**src/design/clip_fade_gain_mixer_macros.svh**
```systemverilog
// Assertion macros used by the mixer divider RTL.
`ifndef CLIP_FADE_GAIN_MIXER_MACROS_SVH
`define CLIP_FADE_GAIN_MIXER_MACROS_SVH

// Same-cycle implication, disabled while in reset
`define CFGM_ASSERT_NOW(label, clk, rst_n, ante, cons, msg) \
  label: assert property (@(posedge clk) disable iff (!rst_n) (ante) |-> (cons)) \
    else $error(msg);

// Next-cycle implication, disabled while in reset
`define CFGM_ASSERT_NEXT(label, clk, rst_n, ante, cons, msg) \
  label: assert property (@(posedge clk) disable iff (!rst_n) (ante) |=> (cons)) \
    else $error(msg);

`endif

```
**src/design/cfgm_pkg.sv**
```systemverilog
// Shared types and constants for the clip fade/gain mixer.
package cfgm_pkg;

  // Fixed field widths
  localparam int LEN_W     = 24;  // fade lengths
  localparam int RO_W      = 31;  // read offset
  localparam int FOB_W     = 32;  // fade-out begin, signed
  localparam int GAIN_W    = 20;  // Q4.16 gain
  localparam int RAMP_FRAC = 16;  // ramp fraction bits
  localparam int RAMP_W    = RAMP_FRAC + 1;
  localparam int DIV_STEPS = 2;   // quotient bits per divider stage
  localparam int REG_IDX_W = 3;

  localparam logic [RAMP_W-1:0]       RAMP_ONE   = {1'b1, {RAMP_FRAC{1'b0}}};
  localparam logic signed [FOB_W-1:0] FOB_RESET  = 32'sd1;
  localparam logic [GAIN_W-1:0]       GAIN_RESET = 20'h10000;

  // Register map index
  typedef enum logic [REG_IDX_W-1:0] {
    REG_REGION_START    = 3'd0,
    REG_REGION_END      = 3'd1,
    REG_READ_OFFSET     = 3'd2,
    REG_FADE_IN_LENGTH  = 3'd3,
    REG_FADE_OUT_LENGTH = 3'd4,
    REG_FADE_OUT_BEGIN  = 3'd5,
    REG_GAIN_LEFT       = 3'd6,
    REG_GAIN_RIGHT      = 3'd7
  } reg_idx_t;

  // Fixed-width configuration bundle
  typedef struct packed {
    logic [RO_W-1:0]         read_offset;
    logic [LEN_W-1:0]        fade_in_length;
    logic [LEN_W-1:0]        fade_out_length;
    logic signed [FOB_W-1:0] fade_out_begin;
    logic [GAIN_W-1:0]       gain_left;
    logic [GAIN_W-1:0]       gain_right;
  } cfg_fix_t;

endpackage

```
**src/design/cfgm_mix.sv**
```systemverilog
// Gain times ramp, sample weighting, rounding and saturating add (three stages).
module cfgm_mix import cfgm_pkg::*; #(
  parameter int SMP_W = 24
) (
  input  logic                    clk,
  input  logic                    rst_n,
  input  logic                    in_valid,
  output logic                    in_ready,
  input  logic [RAMP_FRAC-1:0]    in_quot,
  input  logic                    in_bypass,
  input  logic [4*SMP_W:0]        in_tag,
  input  logic [GAIN_W-1:0]       gain_left,
  input  logic [GAIN_W-1:0]       gain_right,
  output logic                    out_valid,
  input  logic                    out_ready,
  output logic signed [SMP_W-1:0] out_left,
  output logic signed [SMP_W-1:0] out_right,
  output logic                    out_contributed
);

  localparam int GP_W = GAIN_W + RAMP_W;        // gain * ramp
  localparam int PW   = SMP_W + GAIN_W + 1;     // sample * gain
  localparam int TW   = PW - RAMP_FRAC;         // rounded term
  localparam int SW   = TW + 1;                 // mix + term
  localparam logic signed [PW-1:0] RND =
    {{(PW-RAMP_FRAC){1'b0}}, 1'b1, {(RAMP_FRAC-1){1'b0}}};
  localparam logic signed [SW-1:0] HI =
    {{(SW-SMP_W+1){1'b0}}, {(SMP_W-1){1'b1}}};
  localparam logic signed [SW-1:0] LO =
    {{(SW-SMP_W+1){1'b1}}, {(SMP_W-1){1'b0}}};

  logic v1_r, v2_r, v3_r;
  logic en1, en2, en3;

  // Stage 1: effective gains
  logic [GAIN_W-1:0]       gl1_r, gr1_r;
  logic                    inr1_r;
  logic signed [SMP_W-1:0] ml1_r, mr1_r, cl1_r, cr1_r;
  // Stage 2: weighted samples
  logic signed [PW-1:0]    pl2_r, pr2_r;
  logic                    inr2_r;
  logic signed [SMP_W-1:0] ml2_r, mr2_r;
  // Stage 3: output register
  logic signed [SMP_W-1:0] ol3_r, or3_r;
  logic                    con3_r;

  logic [RAMP_W-1:0]       ramp;
  logic [GP_W-1:0]         gpl, gpr;
  logic signed [GAIN_W:0]  gl_s, gr_s;
  logic signed [PW-1:0]    pl_nxt, pr_nxt;
  logic signed [PW-1:0]    rl, rr;
  logic signed [TW-1:0]    tl, tr;
  logic signed [SMP_W-1:0] ol_nxt, or_nxt;

  function automatic logic signed [SMP_W-1:0] sat_add(
    input logic signed [SMP_W-1:0] mix,
    input logic signed [TW-1:0]    term
  );
    logic signed [SW-1:0] sum;
    sum = SW'(mix) + SW'(term);
    if (sum > HI) begin
      sum = HI;
    end else if (sum < LO) begin
      sum = LO;
    end
    return sum[SMP_W-1:0];
  endfunction

  // Ready chain
  assign en3      = !v3_r || out_ready;
  assign en2      = !v2_r || en3;
  assign en1      = !v1_r || en2;
  assign in_ready = en1;

  // Stage 1 logic: g = gain * ramp >> 16
  assign ramp = in_bypass ? RAMP_ONE : {1'b0, in_quot};
  assign gpl  = GP_W'(gain_left) * GP_W'(ramp);
  assign gpr  = GP_W'(gain_right) * GP_W'(ramp);

  // Stage 2 logic: clip * g
  assign gl_s   = $signed({1'b0, gl1_r});
  assign gr_s   = $signed({1'b0, gr1_r});
  assign pl_nxt = PW'(cl1_r) * PW'(gl_s);
  assign pr_nxt = PW'(cr1_r) * PW'(gr_s);

  // Stage 3 logic: round half up, add, saturate
  assign rl = pl2_r + RND;
  assign rr = pr2_r + RND;
  assign tl = rl[PW-1:RAMP_FRAC];
  assign tr = rr[PW-1:RAMP_FRAC];
  assign ol_nxt = inr2_r ? sat_add(ml2_r, tl) : ml2_r;
  assign or_nxt = inr2_r ? sat_add(mr2_r, tr) : mr2_r;

  // Valid bits
  always_ff @(posedge clk) begin
    if (!rst_n) begin
      v1_r <= 1'b0;
      v2_r <= 1'b0;
      v3_r <= 1'b0;
    end else begin
      if (en1) v1_r <= in_valid;
      if (en2) v2_r <= v1_r;
      if (en3) v3_r <= v2_r;
    end
  end

  // Payload; tag is {in region, mix L, mix R, clip L, clip R}
  always_ff @(posedge clk) begin
    if (en1) begin
      gl1_r  <= gpl[RAMP_FRAC +: GAIN_W];
      gr1_r  <= gpr[RAMP_FRAC +: GAIN_W];
      inr1_r <= in_tag[4*SMP_W];
      ml1_r  <= $signed(in_tag[3*SMP_W +: SMP_W]);
      mr1_r  <= $signed(in_tag[2*SMP_W +: SMP_W]);
      cl1_r  <= $signed(in_tag[SMP_W +: SMP_W]);
      cr1_r  <= $signed(in_tag[0 +: SMP_W]);
    end
    if (en2) begin
      pl2_r  <= pl_nxt;
      pr2_r  <= pr_nxt;
      inr2_r <= inr1_r;
      ml2_r  <= ml1_r;
      mr2_r  <= mr1_r;
    end
    if (en3) begin
      ol3_r  <= ol_nxt;
      or3_r  <= or_nxt;
      con3_r <= inr2_r;
    end
  end

  assign out_valid       = v3_r;
  assign out_left        = ol3_r;
  assign out_right       = or3_r;
  assign out_contributed = con3_r;

endmodule

```
**config.mk**
```make
export PLATFORM = sky130hd
export DESIGN_NAME = cfgm_mix
export DESIGN_NICKNAME = d
export VERILOG_FILES = /design/src/design/clip_fade_gain_mixer_macros.svh /design/src/design/cfgm_pkg.sv /design/src/design/cfgm_mix.sv
export SDC_FILE = /design/constraint.sdc
export NUM_CORES = 2
export LEC_CHECK = 0
export BUFFER_PORTS_ARGS = -buffer_cell sky130_fd_sc_hd__buf_2
export CELL_PAD_IN_SITES_DETAIL_PLACEMENT = 1
export CELL_PAD_IN_SITES_GLOBAL_PLACEMENT = 2
export CORE_UTILIZATION = 47
export CTS_BUF_LIST = sky130_fd_sc_hd__clkbuf_2
export CTS_CLUSTER_SIZE = 10
export DETAILED_ROUTE_END_ITERATION = 6
export HOLD_SLACK_MARGIN = 0.06
export PLACE_DENSITY = 0.89
export SKIP_LAST_GASP = 1
export SYNTH_ARGS = -nofsm -noshare
export SYNTH_HDL_FRONTEND = slang
export SYNTH_SLANG_ARGS = --single-unit
export TNS_END_PERCENT = 5
```
**constraint.sdc**
```tcl
create_clock -name clk -period 22.1 [get_ports clk]
set_input_delay 2.21 -clock clk [delete_from_list [all_inputs] [get_ports clk]]
set_output_delay 2.21 -clock clk [all_outputs]
set_load 0.01 [all_outputs]
```
==> impl_metrics.toml <==
[placed_design]
hpwl_um = 151000
portBuffers = 208
place_congestion = 0.880

[routing]
num_vias = 48033
drt-initial-drc-count = 2449
drc_errors = 30
wl_um = 191000
wl_met2_um = 93500
wl_met3_um = 11400
dr.pass1.iters = 7
antenna_left = 0
wl_met1_um = 80700
wl_per_cell_um = 21.1
via_per_inst = 5.31
top_layer = "met5"

[synth]
ys_seq_elements = 298
synth_area_per_cell_um2 = 9.69
synth_top_area_share_pct = 44.4
ys_seq_area_share_pct = 13.1
yosysMostFrequentCell = "inv_1"
ys.flop_type = "edfxtp_1"
ys_top_cells_by_area = "fa_1 44%, edfxtp_1 13%, ha_1 9.2%, inv_1 8.8%, and2_1 7.8%"
syn_inst = 7045
yosys.area.top_type = "fa_1"
syn-num-nets = 9218
synth_common_cells = "1598 x inv_1, 1514 x fa_1, 908 x nand2_1, 851 x and2_1, 501 x ha_1"
synthArstFlopShare_pct = 0
mappedNetlistArea_um2 = 68300
yosys_warnings = 0
netlist-cell-type-count = 66
synth_edf_count = 295

[final_layout]
reg_top3 = "pl2_r: 30 flops, pr2_r: 30 flops"
drive_gt1_share_pct = 6.03
ff_latch_area_um2 = 8920
final_nets = 9234
num-fill-cells = 16321
fin_util_pct = 49.9
syn2layout_area_growth_pct = 5.04
multi_input_area_um2 = 52200

[timing]
report.final.slew_viol_count = 0
rsz0062_at_grt = "false"
max_slew_margin_pct = 14.1
fin_crit_sh_pct = 39.1
setup_viol = 0
fin_crit_ns = 8.64
tightest_slew_ns = 1.29
hold_viol = 0
finClkSkew_ns = 0.205
whs_ns = 0.291
setup_tns_ns = 0
fmax_ghz = 0.116

[worst_setup_path]
r2r_start = "gl1_r[3]"
critPathCaptureType = "register"
crit_type = "in -> reg"
critPathMaxFanout = 57
cp.arrival_ns = 9.65
r2r-end = "pl2_r[44]"
reg2reg_slack_ns = 13.75
worstPathRequired_ns = 23.11
rr_worst_depth = 21
cp-start-kind = "primary input"

[clocking]
cts-buffers-inserted = 88
clockBufferDepth = 3
insertion_delay_ns = 1.46
htree_levels = 3
cts.clk_slew.worst_paths_ns = 0.09
clock-sinks = 298
cts-root-buf = "clkbuf_2"
ctsHoldBuffers = 0
cts_setup_buffers = 0
cts_tree = "built"
cts_resized = 0

[die]
die-area_um2 = 147000
rows = 139
fp.dieW_um = 383
ios = 209
die_y_um = 383
start_util_pct = 47.5
core_um2 = 144000

[global_route]
grt_max_degree = 64
antenna_found_initial = 19
grt_pass1_vias = 55863
gr-total-overflow = 0
grt_pass1_wl_um = 308000
track_usage_pct = 27.0

[status]
status = "finished with violations"
violations = "DRC"

[worst_hold_path]
min-delay-start = "mr1_r[14]"
min_path_type = "reg -> reg"
holdPathStages = 0
holdPathEnd = "mr2_r[14]"

[run]
maxCapViolations = 0
## layout make-up
| cell class | count | share of cell area, % |
|---|---|---|
| Multi-Input combinational cell | 4820 | 72.8 |
| Sequential cell | 298 | 12.4 |
| Inverter | 1598 | 8.36 |
| Tap cell | 1903 | 3.32 |
| Timing Repair Buffer | 255 | 1.94 |
| Clock buffer | 118 | 0.823 |
| Clock inverter | 37 | 0.297 |
| Antenna cell | 14 | 0.0488 |
## cells by family after synthesis
family,count (synthesis),synth area share (%)
buffers and inverters,1927,10.6
AOI/OAI and AO/OA,465,4.42
xor gates and xnor gates,221,2.83
adders and majority gates,2015,53.6
muxes,1,0.0147
and+or+nand+nor,2118,15.5
DFF,298,13.1
## how the worst max path moves through the flow
stage	to	slack, ns	start
4_1_cts	gr1_r[19]	13.64	in_bypass
3_5_place_dp	gr1_r[19]	12.15	in_bypass
2_1_floorplan	gr1_r[19]	12.85	in_bypass
6_report	gr1_r[19]	13.46	in_bypass
5_1_grt	gr1_r[19]	13.28	in_bypass
3_3_place_gp	gr1_r[19]	12.28	in_bypass
## metal layers
layer	up-vias	track usage, %
li1	21034	-
met1	25415	35.8
met2	1285	45.8
met3	291	4.03
met4	8	7.66
met5	-	0
## stage by stage
step	setup slack, ns	instance area (µm²)	instances
6_report	13.46	71700	9043
3_3_place_gp	12.28	70900	8874
5_1_grt	13.28	71700	9034
3_5_place_dp	12.15	70900	8874
4_1_cts	13.64	71700	9029
2_1_floorplan	12.85	68300	7045
## cell usage in the layout, fill, tap and decap left out, types with 15 or more instances in the layout
cell type  netlist  routed
nor2b_1         46      30
inv_1         1598    1597
clkbuf_2         0     118
nand3_1         53      52
a21oi_1        144     144
nor2b_2          0      15
nand2b_1        21      21
nor3_1          17      17
o21a_1          20      20
xnor2_1        157     157
o22ai_1         25      25
ha_1           501     501
nand2_1        908     907
nor2_1         131     131
edfxtp_1       295     295
a31oi_1         24      24
xor2_1          64      64
and2_1         851     851
a21o_1          77      77
buf_4            0      47
buf_2            0     208
clkinv_2         0      15
fa_1          1514    1514
a211oi_1        16      16
and3_1          40      40
clkinv_1         0      15
o21ai_0         66      66
o211ai_1        15      15
nand4_1         24      24
## critical path, cell delays in order
cell and delay [ns]:
buf_2 0.09, buf_4 0.32, nor2b_2 0.18, buf_4 0.42, nand2_1 0.17, fa_1 0.56, inv_1 0.06, fa_1 0.51
fa_1 0.52, inv_1 0.05, fa_1 0.55, fa_1 0.42, inv_1 0.10, fa_1 0.42, ha_1 0.30, and3_1 0.16
a221o_1 0.31, a2111o_1 0.41, a31o_2 0.25, a41o_1 0.32, a221o_1 0.37, o21a_1 0.22, or4_4 0.45, a31oi_4 0.19
xnor2_1 0.08
Power is left out: the tool's default activity adds up to more than one toggle a clock period on the data nets, which glitch-free logic cannot reach.
