### config.mk
export PLATFORM = sky130hd
export DESIGN_NAME = cfgm_div
export DESIGN_NICKNAME = d
export VERILOG_FILES = /design/src/design/cfgm_pkg.sv /design/src/design/cfgm_div.sv
export VERILOG_INCLUDE_DIRS = /design/src /design/src/design
export SDC_FILE = /design/constraint.sdc
export NUM_CORES = 2
export LEC_CHECK = 0
export BUFFER_PORTS_ARGS = -buffer_cell sky130_fd_sc_hd__buf_2
export CORE_ASPECT_RATIO = 1.5
export CORE_MARGIN = 3
export CORE_UTILIZATION = 40
export CTS_CLUSTER_SIZE = 14
export DETAILED_ROUTE_END_ITERATION = 8
export GPL_TIMING_DRIVEN = 0
export SYNTH_ARGS = -nofsm -noshare
export SYNTH_HDL_FRONTEND = slang
export SYNTH_SLANG_ARGS = --single-unit
### constraint.sdc
create_clock -name clk -period 13.45 [get_ports clk]
set_input_delay 0.6725 -clock clk [delete_from_list [all_inputs] [get_ports clk]]
set_output_delay 0.6725 -clock clk [all_outputs]
set_load 0.1 [all_outputs]
### src/design/clip_fade_gain_mixer_macros.svh
// Assertion macros used by the mixer divider RTL.
`ifndef CLIP_FADE_GAIN_MIXER_MACROS_SVH
`define CLIP_FADE_GAIN_MIXER_MACROS_SVH

// Same-cycle implication, disabled while in reset
`define CFGM_ASSERT_NOW(label, clk, rst_n, ante, cons, msg) \
  label: assert property (@(posedge clk) disable iff (!rst_n) (ante) |-> (cons)) \
    else $error(msg);

// Next-cycle implication, disabled while in reset
`define CFGM_ASSERT_NEXT(label, clk, rst_n, ante, cons, msg) \
  label: assert property (@(posedge clk) disable iff (!rst_n) (ante) |=> (cons)) \
    else $error(msg);

`endif

### src/design/cfgm_pkg.sv
// Shared types and constants for the clip fade/gain mixer.
package cfgm_pkg;

  // Fixed field widths
  localparam int LEN_W     = 24;  // fade lengths
  localparam int RO_W      = 31;  // read offset
  localparam int FOB_W     = 32;  // fade-out begin, signed
  localparam int GAIN_W    = 20;  // Q4.16 gain
  localparam int RAMP_FRAC = 16;  // ramp fraction bits
  localparam int RAMP_W    = RAMP_FRAC + 1;
  localparam int DIV_STEPS = 2;   // quotient bits per divider stage
  localparam int REG_IDX_W = 3;

  localparam logic [RAMP_W-1:0]       RAMP_ONE   = {1'b1, {RAMP_FRAC{1'b0}}};
  localparam logic signed [FOB_W-1:0] FOB_RESET  = 32'sd1;
  localparam logic [GAIN_W-1:0]       GAIN_RESET = 20'h10000;

  // Register map index
  typedef enum logic [REG_IDX_W-1:0] {
    REG_REGION_START    = 3'd0,
    REG_REGION_END      = 3'd1,
    REG_READ_OFFSET     = 3'd2,
    REG_FADE_IN_LENGTH  = 3'd3,
    REG_FADE_OUT_LENGTH = 3'd4,
    REG_FADE_OUT_BEGIN  = 3'd5,
    REG_GAIN_LEFT       = 3'd6,
    REG_GAIN_RIGHT      = 3'd7
  } reg_idx_t;

  // Fixed-width configuration bundle
  typedef struct packed {
    logic [RO_W-1:0]         read_offset;
    logic [LEN_W-1:0]        fade_in_length;
    logic [LEN_W-1:0]        fade_out_length;
    logic signed [FOB_W-1:0] fade_out_begin;
    logic [GAIN_W-1:0]       gain_left;
    logic [GAIN_W-1:0]       gain_right;
  } cfg_fix_t;

endpackage

### src/design/cfgm_div.sv
// Pipelined restoring divider: floor(num * 2^16 / den) for num < den.
`include "clip_fade_gain_mixer_macros.svh"
module cfgm_div import cfgm_pkg::*; #(
  parameter int TAG_W = 97
) (
  input  logic                 clk,
  input  logic                 rst_n,
  input  logic                 in_valid,
  output logic                 in_ready,
  input  logic [LEN_W-1:0]     in_num,
  input  logic [LEN_W-1:0]     in_den,
  input  logic                 in_bypass,
  input  logic [TAG_W-1:0]     in_tag,
  output logic                 out_valid,
  input  logic                 out_ready,
  output logic [RAMP_FRAC-1:0] out_quot,
  output logic                 out_bypass,
  output logic [TAG_W-1:0]     out_tag
);

  localparam int STAGES = RAMP_FRAC / DIV_STEPS;
  localparam int LAST   = STAGES - 1;

  logic [STAGES-1:0]    valid_r;
  logic [STAGES-1:0]    en;
  logic [LEN_W-1:0]     rem_r   [STAGES];
  logic [LEN_W-1:0]     den_r   [STAGES];
  logic [RAMP_FRAC-1:0] quo_r   [STAGES];
  logic [STAGES-1:0]    byp_r;
  logic [TAG_W-1:0]     tag_r   [STAGES];
  logic [LEN_W-1:0]     rem_nxt [STAGES];
  logic [RAMP_FRAC-1:0] quo_nxt [STAGES];

  assign in_ready = en[0];

  for (genvar s = 0; s < STAGES; s++) begin : g_stage
    logic                 vld_src;
    logic [LEN_W-1:0]     rem_src;
    logic [LEN_W-1:0]     den_src;
    logic [RAMP_FRAC-1:0] quo_src;
    logic                 byp_src;
    logic [TAG_W-1:0]     tag_src;

    // Source of this stage: the input port or the previous stage
    if (s == 0) begin : g_first
      assign vld_src = in_valid;
      assign rem_src = in_num;
      assign den_src = in_den;
      assign quo_src = '0;
      assign byp_src = in_bypass;
      assign tag_src = in_tag;
    end else begin : g_rest
      assign vld_src = valid_r[s-1];
      assign rem_src = rem_r[s-1];
      assign den_src = den_r[s-1];
      assign quo_src = quo_r[s-1];
      assign byp_src = byp_r[s-1];
      assign tag_src = tag_r[s-1];
    end

    // Ready chain
    if (s == LAST) begin : g_en_last
      assign en[s] = !valid_r[s] || out_ready;
    end else begin : g_en_mid
      assign en[s] = !valid_r[s] || en[s+1];
    end

    // Shift-compare-subtract, a few quotient bits per stage
    always_comb begin
      logic [LEN_W-1:0]     rem;
      logic [LEN_W:0]       sh;
      logic [RAMP_FRAC-1:0] quo;
      rem = rem_src;
      quo = quo_src;
      for (int b = 0; b < DIV_STEPS; b++) begin
        sh = {rem, 1'b0};
        if (sh >= {1'b0, den_src}) begin
          sh  = sh - {1'b0, den_src};
          quo = {quo[RAMP_FRAC-2:0], 1'b1};
        end else begin
          quo = {quo[RAMP_FRAC-2:0], 1'b0};
        end
        rem = sh[LEN_W-1:0];
      end
      rem_nxt[s] = rem;
      quo_nxt[s] = quo;
    end

    always_ff @(posedge clk) begin
      if (!rst_n) begin
        valid_r[s] <= 1'b0;
      end else if (en[s]) begin
        valid_r[s] <= vld_src;
      end
    end

    always_ff @(posedge clk) begin
      if (en[s]) begin
        rem_r[s] <= rem_nxt[s];
        den_r[s] <= den_src;
        quo_r[s] <= quo_nxt[s];
        byp_r[s] <= byp_src;
        tag_r[s] <= tag_src;
      end
    end
  end

  assign out_valid  = valid_r[LAST];
  assign out_quot   = quo_r[LAST];
  assign out_bypass = byp_r[LAST];
  assign out_tag    = tag_r[LAST];

  // Front end must hand over a proper fraction
  `CFGM_ASSERT_NOW(a_num_below_den, clk, rst_n, in_valid && in_ready && !in_bypass, in_num < in_den, "divider operand not a proper fraction")
  // Remainder stays below the divisor through the pipe
  `CFGM_ASSERT_NOW(a_rem_below_den, clk, rst_n, valid_r[LAST] && !byp_r[LAST], rem_r[LAST] < den_r[LAST], "divider remainder out of range")
  // Downstream ready must open the whole chain
  `CFGM_ASSERT_NOW(a_chain_open, clk, rst_n, out_ready, in_ready, "divider ready chain blocked")

endmodule

==> summary.md <==
| Metric | Value |
|---|---|
| Status | finished clean |
| IO Port Bufs | 265 |
| Antenna Nets Post-Route | 0 |
| CP Cell Sequence | inv_1 -> ha_1 -> nor2b_1 -> o21ba_2 -> o211ai_1 -> nand4b_1 -> a31oi_1 -> a31oi_1 -> nor3_2 -> clkbuf_1 -> mux2i_1 -> ha_1 -> o21a_1 -> o31a_1 -> o2111a_1 -> a21oi_1 -> o21ai_0 -> a21oi_1 -> o21ai_0 -> a211oi_2 -> inv_1 -> buf_2 -> buf_1 -> o21a_1 |
| Peak VDD IR | 0.128 mV |
| CP endpoint kind | flip-flop |
| Switching fraction of total power | 39.1% |
| Initial drt markers | 1682 |
| CP Data Arrival Time | 8570 ps |
| DPL Wire Length | 98.0 mm |
| Worst clock skew | 46.2 ps |
| Fmax | 123 MHz |
| Final Wtd Congestion | 0.912 |
| Die Wd | 317 µm |
| Fin nets | 5228 |
| Final setup fails | 0 |
| Total grt overflow | 0 |
| Combinational power share | 55.3% |
| Synth Cell Area | 57900 µm² |
| R2r setup slk | 5350 ps |
| Worst reg2reg path depth | 24 |
| Final period util | 60.2% |
| Area Overhead vs Synth | 13.1% |
| Synth Register Bits | 1200 |
| Switching power | 7.28 mW |
| Largest fanout on the critical path | 10 |
| Reg2reg end | rem_r[3][21] |
| Critical path startpoint | den_r[2][1] |
| Core area | 143000 µm² |
| Max_cap viols | 0 |
| WL/cell | 19.0 µm |
| Final Max Tran Viols | 0 |
| IO Count | 266 |
| Post-route setup TNS | 0 ps |
| Initial Util | 40.4% |
| Synth top area cells | edfxtp_1 (62%), ha_1 (8.1%), mux2_2 (3.8%), xnor2_1 (2.9%), a21oi_1 (2.7%) |
| Cell taking the most area after synthesis | edfxtp_1 |
| Share of cells above drive strength 1 | 14.9% |
| CP Capture Point | rem_r[3][21] |
| RSZ-0062 raised after global routing | no |
| Startpoint types | flip-flop |
| Clock tree buffer depth | 3 |
| Clock latency on the worst-skew pair | 720 ps |
| Pwr Density | 284 nW/µm² |
| First-pass GRT wire length | 193 mm |
| Async SR Flop Fraction | 0% |
| Total global-route track usage | 16.7% |
| Clock root buffer master | clkbuf_16 |
| CTS tree | yes |
| Hold-fix buffers, CTS | 0 |
| Top cell type's share of synthesized area | 61.8% |
| Rel. slew slack | 19.0% |
| Worst path max stage delay | 800 ps |
| Num CTS Buffers | 112 |
| Slew @ Worst Pin | 1180 ps |
| Largest net degree at the start of global routing | 122 |
| # DRC | 0 |
| Seq pwr share | 28.7% |
| Placed inst area | 62000 µm² |
| Vias | 34300 |
| Row cnt | 170 |
| Initial antenna violation count | 3 |
| Final number of hold-violating endpoints | 0 |
| Pint | 11.3 mW |
| H-tree depth | 3 |
| Worst hold start | in_tag[37] |
| DRT Pass-1 Iters | 6 |
| Netlist cell types | 84 |
| Kind of critical path | flip-flop to flip-flop |
| Minimum clock period | 8100 ps |
| Static Leak | 26.3 nW |
| CTS sink count | 1200 |
| Main synth FF type | edfxtp_1 |
| Mapped Cells | 4302 |
| CTS clock-pin slew for the worst setup and hold paths | 60 ps |
| Ys Warns | 0 |
| Syn_area_per_cell | 13.5 µm² |
| Post-synthesis sequential area ratio | 62.1% |
| DIE HEIGHT | 472 µm |
| Most common cell after layout, fill and taps aside | edfxtp_1 |
| Number of synthesized flops with an enable pin | 1192 |
| Die area | 149000 µm² |
| Drt total wl | 127 mm |
| Fin area | 65500 µm² |
| Resize count post-CTS | 0 |
| Worst path slowest cell | a211oi_2 |
| Clk network pwr share | 16.0% |
| Most frequent cells in the layout | edfxtp_1 (1192), ha_1 (376), a21oi_1 (308), inv_1 (286), buf_2 (281) |
| Filler Cells Inserted | 13000 |
| Critical R2R Launch | den_r[2][1] |
| # Post-CTS Setup Buffers | 0 |
| HP Class | input port to flip-flop |
| Synth Net Count | 4836 |
| Critical Path RT | 13910 ps |
| Vias per inst | 5.14 |
| Vias in the first global route | 35300 |
[worst max-delay path: cells and delay by family, from the launching register on]
family / cells / cell delay, ps
adders and majority gates: 2 / 570
and+or+nand+nor: 3 / 1070
muxes: 1 / 330
buffers and inverters: 5 / 1510
AOI/OAI and AO/OA: 13 / 3890
DFF: 1 / 480
[worst min-delay path by stage]
stage               slack (ps)  depth (start not counted)                  to
detailed placement         400                          0        quo_r[0][55]
global route                70                          1        tag_r[0][38]
CTS                         40                          1        tag_r[0][38]
finish                     120                          1        tag_r[0][37]
global placement           400                          0       tag_r[0][269]
floorplan                  400                          0  g_stage[2].byp_src
[layout make-up]
cell class                      instances  area, µm²  area share (%)
Clock inverter                         54        509           0.778
Sequential cell                      1200      36000            54.9
Antenna cell                            1       2.50         0.00382
Multi-Input combinational cell       2748      20600            31.4
Timing Repair Buffer                  278       1670            2.55
Buffer                                 60        288           0.440
Tap cell                             1892       2370            3.62
Clock buffer                          144       2950            4.51
Inverter                              294       1140            1.74
[through the flow]
step	utilization, %	hold slack [ps]	cells	setup WS, ps	power, mW
global route	45.7	65.6	6670	4970	20.0
global placement	43.0	400	6459	5020	15.6
CTS	45.7	43.2	6670	5290	18.7
finish	45.7	123	6671	5350	18.6
floorplan	-	400	4302	6900	13.4
detailed placement	43.2	405	6472	5010	15.6
[metal layers]
layer  global-route usage [%]  vias to the layer above  part of all wire (%)
li1                         -                    17000                     -
met1                     18.1                    16400                    39
met2                     31.1                      657                    52
met3                     2.39                      263                   3.7
met4                     8.78                        0                   5.3
met5                        0                        -                     0
[cells in the mapped netlist (19+ instances only)]
cell	count
nor3_1	51
and2_1	23
o31ai_1	27
o21ai_0	211
mux2_2	194
a211oi_1	30
clkbuf_1	35
nand4_1	39
and3_1	36
a31oi_1	29
nor2b_1	48
a21oi_1	308
o21a_1	57
nand2b_1	35
nand2_1	237
nor2_1	200
edfxtp_1	1192
o21bai_1	44
or2_2	23
xnor2_1	192
mux2i_1	19
xor2_1	105
a21o_1	132
ha_1	376
nand3_1	76
inv_1	291
[registers in the layout, indices dropped and copies added, names as in the netlist]
signal,flops
out_valid,1
rem_r,168
g_stage.vld_src,7
tag_r,776
g_stage.byp_src,7
den_r,168
out_bypass,1
quo_r,72
[cells by family after synthesis]
family / Yosys count / synth area share (%)
AOI/OAI and AO/OA: 993 / 10.9
xor gates and xnor gates: 297 / 4.49
adders and majority gates: 384 / 8.40
buffers and inverters: 354 / 2.40
DFF: 1200 / 62.1
muxes: 235 / 4.65
and+or+nand+nor: 839 / 7.05
[power by group through the flow]
| stage | combinational [mW] | clock [mW] | sequential [mW] |
|---|---|---|---|
| 5_1_grt | 11.3 | 3.24 | 5.40 |
| 4_1_cts | 10.3 | 3.08 | 5.35 |
| 2_1_floorplan | 7.77 | 0 | 5.58 |
| 3_5_place_dp | 10.2 | 0 | 5.42 |
| 3_3_place_gp | 10.1 | 0 | 5.41 |
| 6_report | 10.3 | 2.98 | 5.35 |
Power figures use the tool's default switching activity.
