--- config.mk ---
export PLATFORM = sky130hd
export DESIGN_NAME = cfgm_regs
export DESIGN_NICKNAME = d
export VERILOG_FILES = /design/src/design/clip_fade_gain_mixer_macros.svh /design/src/design/cfgm_pkg.sv /design/src/design/cfgm_regs.sv
export SDC_FILE = /design/constraint.sdc
export NUM_CORES = 1
export LEC_CHECK = 0
export ABC_AREA = 0
export ABC_CLOCK_PERIOD_IN_PS = 1600
export BUFFER_PORTS_ARGS = -buffer_cell sky130_fd_sc_hd__buf_2
export CORE_UTILIZATION = 52
export CTS_BUF_LIST = sky130_fd_sc_hd__clkbuf_8
export DETAILED_ROUTE_END_ITERATION = 10
export PLACE_DENSITY_LB_ADDON = 0.15
export SYNTH_ARGS = -nofsm -noshare
export SYNTH_HDL_FRONTEND = slang
export SYNTH_SLANG_ARGS = --single-unit
export TNS_END_PERCENT = 20
--- constraint.sdc ---
create_clock -name clk -period 1.6 [get_ports clk]
set_clock_uncertainty 0.15 [all_clocks]
set_input_delay 0.08 -clock clk [delete_from_list [all_inputs] [get_ports clk]]
set_output_delay 0.08 -clock clk [all_outputs]
set_load 0.02 [all_outputs]
--- src/design/clip_fade_gain_mixer_macros.svh ---
// Assertion macros used by the mixer divider RTL.
`ifndef CLIP_FADE_GAIN_MIXER_MACROS_SVH
`define CLIP_FADE_GAIN_MIXER_MACROS_SVH

// Same-cycle implication, disabled while in reset
`define CFGM_ASSERT_NOW(label, clk, rst_n, ante, cons, msg) \
  label: assert property (@(posedge clk) disable iff (!rst_n) (ante) |-> (cons)) \
    else $error(msg);

// Next-cycle implication, disabled while in reset
`define CFGM_ASSERT_NEXT(label, clk, rst_n, ante, cons, msg) \
  label: assert property (@(posedge clk) disable iff (!rst_n) (ante) |=> (cons)) \
    else $error(msg);

`endif

--- src/design/cfgm_pkg.sv ---
// Shared types and constants for the clip fade/gain mixer.
package cfgm_pkg;

  // Fixed field widths
  localparam int LEN_W     = 24;  // fade lengths
  localparam int RO_W      = 31;  // read offset
  localparam int FOB_W     = 32;  // fade-out begin, signed
  localparam int GAIN_W    = 20;  // Q4.16 gain
  localparam int RAMP_FRAC = 16;  // ramp fraction bits
  localparam int RAMP_W    = RAMP_FRAC + 1;
  localparam int DIV_STEPS = 2;   // quotient bits per divider stage
  localparam int REG_IDX_W = 3;

  localparam logic [RAMP_W-1:0]       RAMP_ONE   = {1'b1, {RAMP_FRAC{1'b0}}};
  localparam logic signed [FOB_W-1:0] FOB_RESET  = 32'sd1;
  localparam logic [GAIN_W-1:0]       GAIN_RESET = 20'h10000;

  // Register map index
  typedef enum logic [REG_IDX_W-1:0] {
    REG_REGION_START    = 3'd0,
    REG_REGION_END      = 3'd1,
    REG_READ_OFFSET     = 3'd2,
    REG_FADE_IN_LENGTH  = 3'd3,
    REG_FADE_OUT_LENGTH = 3'd4,
    REG_FADE_OUT_BEGIN  = 3'd5,
    REG_GAIN_LEFT       = 3'd6,
    REG_GAIN_RIGHT      = 3'd7
  } reg_idx_t;

  // Fixed-width configuration bundle
  typedef struct packed {
    logic [RO_W-1:0]         read_offset;
    logic [LEN_W-1:0]        fade_in_length;
    logic [LEN_W-1:0]        fade_out_length;
    logic signed [FOB_W-1:0] fade_out_begin;
    logic [GAIN_W-1:0]       gain_left;
    logic [GAIN_W-1:0]       gain_right;
  } cfg_fix_t;

endpackage

--- src/design/cfgm_regs.sv ---
// APB-style configuration register file.
module cfgm_regs import cfgm_pkg::*; #(
  parameter int POS_W  = 40,
  parameter int DATA_W = 64,
  parameter int ADDR_W = 6
) (
  input  logic              clk,
  input  logic              rst_n,
  input  logic              psel,
  input  logic              penable,
  input  logic              pwrite,
  input  logic [ADDR_W-1:0] paddr,
  input  logic [DATA_W-1:0] pwdata,
  output logic [DATA_W-1:0] prdata,
  output logic              pready,
  output logic [POS_W-1:0]  region_start,
  output logic [POS_W-1:0]  region_end,
  output cfg_fix_t          cfg
);

  localparam int IDX_LSB = ADDR_W - REG_IDX_W;

  logic [POS_W-1:0]        region_start_r;
  logic [POS_W-1:0]        region_end_r;
  logic [RO_W-1:0]         read_offset_r;
  logic [LEN_W-1:0]        fade_in_length_r;
  logic [LEN_W-1:0]        fade_out_length_r;
  logic signed [FOB_W-1:0] fade_out_begin_r;
  logic [GAIN_W-1:0]       gain_left_r;
  logic [GAIN_W-1:0]       gain_right_r;

  reg_idx_t idx;
  logic     wr_en;

  assign idx    = reg_idx_t'(paddr[ADDR_W-1:IDX_LSB]);
  assign wr_en  = psel & penable & pwrite;
  assign pready = 1'b1;

  // Register writes
  always_ff @(posedge clk) begin
    if (!rst_n) begin
      region_start_r    <= '0;
      region_end_r      <= '0;
      read_offset_r     <= '0;
      fade_in_length_r  <= '0;
      fade_out_length_r <= '0;
      fade_out_begin_r  <= FOB_RESET;
      gain_left_r       <= GAIN_RESET;
      gain_right_r      <= GAIN_RESET;
    end else if (wr_en) begin
      unique case (idx)
        REG_REGION_START:    region_start_r    <= pwdata[POS_W-1:0];
        REG_REGION_END:      region_end_r      <= pwdata[POS_W-1:0];
        REG_READ_OFFSET:     read_offset_r     <= pwdata[RO_W-1:0];
        REG_FADE_IN_LENGTH:  fade_in_length_r  <= pwdata[LEN_W-1:0];
        REG_FADE_OUT_LENGTH: fade_out_length_r <= pwdata[LEN_W-1:0];
        REG_FADE_OUT_BEGIN:  fade_out_begin_r  <= $signed(pwdata[FOB_W-1:0]);
        REG_GAIN_LEFT:       gain_left_r       <= pwdata[GAIN_W-1:0];
        REG_GAIN_RIGHT:      gain_right_r      <= pwdata[GAIN_W-1:0];
      endcase
    end
  end

  // Read mux, zero-extended
  always_comb begin
    prdata = '0;
    unique case (idx)
      REG_REGION_START:    prdata = DATA_W'(region_start_r);
      REG_REGION_END:      prdata = DATA_W'(region_end_r);
      REG_READ_OFFSET:     prdata = DATA_W'(read_offset_r);
      REG_FADE_IN_LENGTH:  prdata = DATA_W'(fade_in_length_r);
      REG_FADE_OUT_LENGTH: prdata = DATA_W'(fade_out_length_r);
      REG_FADE_OUT_BEGIN:  prdata = DATA_W'($unsigned(fade_out_begin_r));
      REG_GAIN_LEFT:       prdata = DATA_W'(gain_left_r);
      REG_GAIN_RIGHT:      prdata = DATA_W'(gain_right_r);
    endcase
  end

  assign region_start        = region_start_r;
  assign region_end          = region_end_r;
  assign cfg.read_offset     = read_offset_r;
  assign cfg.fade_in_length  = fade_in_length_r;
  assign cfg.fade_out_length = fade_out_length_r;
  assign cfg.fade_out_begin  = fade_out_begin_r;
  assign cfg.gain_left       = gain_left_r;
  assign cfg.gain_right      = gain_right_r;

endmodule

==> summary.md, run 1 <==
| Metric | Value |
|---|---|
| Status | complete, but fails checks |
| Failing checks | negative setup slack |
| Final Worst Setup Slack | -0.327 ns |
| Area Overhead vs Synth | 34.7% |
| Clock latency on the worst-skew pair | about 0.53 ns |
| Cell area after synthesis | around 11000 um^2 |
| Cells after synthesis | about 1400 |
| Max-slew headroom | 63.5% |
| Clk network pwr share | between 40% and 50% |
| Yosys reg bits | between 200 and 250 |
| DRT Pass-1 Iters | 5 |
| GPL Wtd Cong | 0.844 |
| Most common library cells after synthesis | nand2_1 (477), dfxtp_1 (231), a21boi_0 (156), a21boi_1 (72) |
| Switch share | roughly 26% |
| CTS tree | built |
| Max Clock Freq | about 0.52 GHz |
| CP Launch Type | flop |
| Yosys top cell area share | between 40% and 50% |
| Final period util | 120% |
| Clk sinks | about 230 |
| Global-route wire length before repair | around 57000 um |
| NumNets Final | 1816 |
| Peak VDD IR | between 700 and 800 uV |
| CTS Buf Count | 39 |
| Total track usage | 33.9% |
| Ant diodes | 0 |
| Synthesized area per cell | between 7 and 8 um^2 |
| CP Class | flop to output pin |
| Setup crit end kind | output pin |
| Total net switching power | 3.15 mW |
| Worst-margin pin slew | approximately 0.55 ns |
| Initial core utilization | between 50% and 60% |
| Routed len/inst | between 15 and 20 um |
| Top post-synthesis cells by area | dfxtp_1 (42%), nand2_1 (16%), a21boi_0 (11%) |
| Die Span Y | roughly 150 um |
| Sequential share of the synthesized area | between 40% and 50% |
| Routed Antenna Nets | 0 |
| Max-cap violations | 0 |
| Layout cells sized above 1 | roughly 32% |
| CORE AREA | slightly above 20000 um^2 |
| Netlist cell types | 38 |
| Remaining DRCs | 0 |
| Critical path fanouts, max | 3 |
| Final hold vios | 0 |
| Chip width | roughly 150 um |
| Row cnt | 52 |
| Synth area leader | dfxtp_1 |
| Vias per cell | about 5.4 |
| Synth Warn # | 0 |
| Clk Tree Root Cell | clkbuf_8 |
| Crit-path slowest cell | dfxtp_2 |
| Asr flop ratio synth | 0% |
| Deepest clock path buffer count | 3 |
| Post-Place Cells | ~1900 |
| Iter 0 DRT Violations | ~620 |
| Crit path time final | roughly 1.9 ns |
| Critical Path Max Stage Delay | around 0.33 ns |
| Hold crit path type | input port to flop |
| Total congestion overflow | 0 |
| Final setup violation count | 30 |
| Most used DFF post-synth | dfxtp_1 |
| Post-DP HPWL | ~25000 um |
| Pint | between 9 and 10 mW |
| Area of the die | ~22000 um^2 |
| Leak | ~6.3 nW |
| Critical Path AT | ~1.7 ns |
| Vias in the first global route | approximately 10000 |
| Fin. max-slew vios | 0 |
| H-tree Lvls | 2 |
| Clk slew on worst S/H paths | approximately 0.070 ns |
| Port-buffer cells | ~320 |
| Post-synth EDFFs | 0 |
| # IOs | approximately 370 |
| Critical Path RT | 1.37 ns |
| Initial antenna violation count | 0 |
| PwrDens | 832 nW/um^2 |
| Comb power frac | 10.3% |
| Final wirelength | approximately 38000 um |
| Layout Utilization | between 70% and 80% |
| Via count | roughly 11000 |
| Largest net degree at the start of global routing | 96 |
| Cell Count, Final, Fillers Out | ~2000 |
| RSZ-0062 raised after global routing | yes |
| Reg power frac | between 40 and 50% |
| Worst-path cell chain | mux2_2 > a22oi_2 > a21oi_2 > o22a_1 > buf_6 |
| Most common cell in the netlist | nand2_1 |
| Setup Total Neg Slack | -4.72 ns |
[critical path, delay by kind of cell, from the launching register on]
kind	cells	cell delay [ns]
AO/OA/AOI/OAI	3	0.45
flip-flops	1	0.33
multiplexers	1	0.26
buffers and inverters	1	0.13
[what timing repair did]
| action | CTS | global route |
|---|---|---|
| endpoints found under the hold margin | 231 | 0 |
| pin swaps | 33 | 18 |
| hold buffers | 45 | 0 |
| buffers inserted | 11 | 2 |
| gates resized for setup | 89 | 41 |
| setup endpoints to repair | 32 | 35 |
[power by group through the flow]
stage	sequential (mW)	clock, mW	combinational [mW]
after CTS	5.83	5.19	1.22
after global routing	5.83	5.47	1.33
final	5.83	5.14	1.27
after global placement	5.96	0	1.08
after detailed placement	5.96	0	1.09
after floorplan	6.00	0	0.687
[layer usage]
metal  track usage [%]  wire (um)  vias up
li1                  -          -     5247
met1              42.9      15300     5237
met2              56.7      17900      493
met3              5.96       2970       82
met4              14.3       1260        0
met5                 0          0        -
[cell families after synthesis]
group | share of synthesized area (%)
multiplexers | 3.59
flip-flops | 42.4
other | 0.0688
AO/OA/AOI/OAI | 23.9
buffers and inverters | 8.35
AND/OR/NAND/NOR | 21.7
[final timing paths]
| check | slack [ns] | start | end | depth (start not counted) |
|---|---|---|---|---|
| setup reg to reg | 0.25 | region_start[34] | region_start[34] | 3 |
| hold reg to reg | 0.31 | read_offset_r[20] | read_offset_r[20] | 2 |
| hold / removal | 0.02 | paddr[5] | read_offset_r[11] | 5 |
| setup / recovery | -0.33 | gain_left_r[14] | prdata[14] | 5 |
[sequential cells by signal, summed over array words and instances (netlist names)]
name	flops
gain_right_r	20
fade_out_begin_r	32
read_offset_r	31
fade_in_length_r	24
gain_left_r	20
region_start	40
region_end	40
fade_out_length_r	24
[cell type report]
cell class                 count  area (um^2)
timing repair buffer         445         3060
inverter                      25         93.8
clock buffer                  50          688
sequential                   231         4690
fill                        1630         5730
multi-input combinational    999         5770
tap                          270          338
clock inverter                17         67.6
[layout by cell type (no fill, tap or decap), drive strengths merged]
master        instances
a211oi                4
a21boi              228
a21oi                24
a221oi               32
a22o                 20
a22oi                 1
a31oi                 1
a32oi                 3
and2                  3
and4b                 1
buf                 400
clkbuf               50
clkinv                3
conb                 25
dfxtp               231
dlygate4sd3          44
dlymetal6s4s          1
inv                  39
mux2                  1
mux2i                38
nand2               477
nand2b               22
nand3                 4
nand3b                1
nand4                 1
nand4b                1
nor2                 60
nor2b                12
nor3                  2
o21a                  2
o21ai                 1
o21bai                8
o22a                  5
o22ai                 3
o2bb2ai              13
or2                   4
or3                   2
[per-stage QoR]
stage / instance area [um^2] / hold WS (ns) / power [mW] / worst slack [ns]
after floorplan: 11000 / 0.0649 / 6.69 / -0.0718
after global placement: 13000 / 0.183 / 7.04 / -0.0192
after detailed placement: 13000 / 0.193 / 7.04 / -0.0420
after CTS: 14600 / 0.00273 / 12.2 / -0.362
after global routing: 14700 / 0.0348 / 12.6 / -0.358
final: 14700 / 0.0201 / 12.2 / -0.327
No activity file was read; power rests on OpenSTA's default activity.
==> inputs of run 2 (changes only) <==
Settings changed: MAX_ROUTING_LAYER set to met4.
==> run 2 against run 1 <==
  * The flow still finishes with violations (negative setup slack)
  * Worst setup slack improved by 0.0031 ns
  * Worst hold slack better by 0.0031 ns
  * Critical path depth did not move
  * Critical endpoint unchanged
  * Largest cell class unchanged
==> summary.md, run 2 (same netlist as run 1, synthesis figures left out) <==
| Metric | Value |
|---|---|
| Status | complete, but fails checks |
| Failing checks | negative setup slack |
| Max-cap violations | 0 (unchanged) |
| Row cnt | 52 (unchanged) |
| Global-route wire length before repair | 57100 um (+0.12%) |
| Critical path fanouts, max | 3 (unchanged) |
| Area of the multi-input gates | 5770 um^2 (unchanged) |
| CP Class | flop to output pin |
| Hold endpoint | read_offset_r[11] |
| Post-route cell area | 14700 um^2 (unchanged) |
| Final wirelength | 37400 um (-0.25%) |
| Post-DP HPWL | 24700 um (unchanged) |
| Port-buffer cells | 318 (unchanged) |
| Cell Count, Final, Fillers Out | 2037 (unchanged) |
| Power consumption | 12.2 mW (about the same) |
| R2R Setup Slk | 0.24 ns (about the same) |
| Pre-CTS setup slack | -0.0420 ns (unchanged) |
| Leak | 6.31 nW (unchanged) |
| Area Overhead vs Synth | 34.7% (unchanged) |
| CTS tree | built |
| Clk sinks | 231 (unchanged) |
| PwrDens | 832 nW/um^2 (about the same) |
| Clock latency on the worst-skew pair | 0.52 ns (about the same) |
| Fin. max-slew vios | 0 (unchanged) |
| Chip width | 147 um (unchanged) |
| Total congestion overflow | 0 (unchanged) |
| Final hold vios | 0 (unchanged) |
| R2R cell count | 3 (unchanged) |
| Initial antenna violation count | 0 (unchanged) |
| Hold crit path type | input port to flop |
| Commonest non-fill, non-tap cells in the layout | nand2_1 (474), buf_2 (291), dfxtp_1 (177), a21boi_0 (156), buf_4 (80) |
| Initial core utilization | 53.4% (unchanged) |
| Critical Path RT | 1.37 ns (about the same) |
| Critical Path AT | 1.69 ns (about the same) |
| Max-slew headroom | 63.5% (about the same) |
| Worst r2r src | region_start[34] |
| Routed Antenna Nets | 0 (unchanged) |
| CP Launch Type | flop |
| Clk Tree Root Cell | clkbuf_8 |
| Clk slew on worst S/H paths | 0.07 ns (about the same) |
| Setup crit end kind | output pin |
| Die Span Y | 147 um (unchanged) |
| Routed len/inst | 18.4 um (-0.25%) |
| Remaining DRCs | 0 (unchanged) |
| Largest net degree at the start of global routing | 96 (unchanged) |
| CTS Buf Count | 39 (unchanged) |
| Post-Place Cells | 1912 (unchanged) |
| Total track usage | 35.0% (+1.1 points) |
| Worst-case hold slack | 0.0231 ns (+0.00306 ns) |
| DRT Pass-1 Iters | 5 (unchanged) |
| Vias per cell | 5.44 (+0.24%) |
| GPL Wtd Cong | 0.861 (+2.0%) |
| H-tree Lvls | 2 (unchanged) |
| Placed inst area | 13000 um^2 (unchanged) |
| Setup Total Neg Slack | -4.72 ns (-0.000460 ns) |
| Final Worst Setup Slack | -0.324 ns (+0.00307 ns) |
| RSZ-0062 raised after global routing | yes |
| WHS Path Cells | 5 (unchanged) |
| Layout Utilization | 72.0% (unchanged) |
| Critical hold path startpoint | paddr[5] |
| Final setup violation count | 30 (unchanged) |
| Ant diodes | 0 (unchanged) |
| Deepest clock path buffer count | 3 (unchanged) |
| Iter 0 DRT Violations | 578 (-6.0%) |
| Final period util | 120% (-0.19 points) |
| Peak VDD IR | 720 uV (+1.2%) |
| CORE AREA | 20400 um^2 (unchanged) |
| Vias in the first global route | 10391 (-0.14%) |
| # IOs | 371 (unchanged) |
| Register area | 4690 um^2 (unchanged) |
| Area of the die | 21600 um^2 (unchanged) |
| Most common cell after layout, fill and taps aside | nand2_1 |
| R2R Path End | region_start[34] |
| NumNets Final | 1816 (unchanged) |
| Layout cells sized above 1 | 32.3% (unchanged) |
| Crit path time final | 1.92 ns (-0.00307 ns) |
| Max Clock Freq | 0.520 GHz (+0.16%) |
| Fillers | 1630 (unchanged) |
| Via count | 11085 (+0.24%) |
| Worst-margin pin slew | 0.548 ns (-0.00000107 ns) |
## run 2: layer usage
layer | part of all wire (%) | GRT usage [%] | vias up | routed length [um]
li1 | - | - | 5248 | -
met1 | 42 | 43.5 | 5242 | 15500
met2 | 47 | 56.5 | 512 | 17800
met3 | 7.6 | 5.62 | 83 | 2850
met4 | 3.4 | 14.3 | 0 | 1260
met5 | 0 | - | - | 0
## run 2: power by group
| group | internal, mW | switching, mW | total [mW] |
|---|---|---|---|
| logic | 0.507 | 0.760 | 1.27 |
| clock network | 2.78 | 2.36 | 5.14 |
| registers | 5.80 | 0.0350 | 5.83 |
## run 2: cell type report
type                    count  share of cell area [%]
clock buffers              50                    4.68
clock inverters            17                   0.459
inverters                  25                   0.638
multi-input cells         999                    39.2
flip-flops and latches    231                    31.9
well taps                 270                    2.30
repair buffers            445                    20.8
## run 2: how the worst max path moves through the flow
| stage | start | end | slack, ns | depth (start not counted) |
|---|---|---|---|---|
| global placement | paddr[4] | gain_right_r[16] | -0.02 | 6 |
| global route | gain_left_r[14] | prdata[14] | -0.36 | 5 |
| detailed placement | paddr[4] | region_start[0] | -0.04 | 7 |
| CTS | gain_left_r[14] | prdata[14] | -0.36 | 5 |
| finish | gain_left_r[14] | prdata[14] | -0.32 | 5 |
| floorplan | paddr[5] | prdata[20] | -0.07 | 6 |
## run 2: worst max-delay path, cell delays in order, from the launching register on
cell and delay [ns]:
dfxtp_2 0.33, mux2_2 0.26, a22oi_2 0.17, a21oi_2 0.10
o22a_1 0.18, buf_6 0.13
## run 2: timing repair
item	in CTS	in global routing
cloned	0	0
resized for setup	89	41
pin swaps	33	18
setup buffers	11	2
hold buffers	45	0
endpoints found under the hold margin	231	0
setup endpoints to repair	32	35
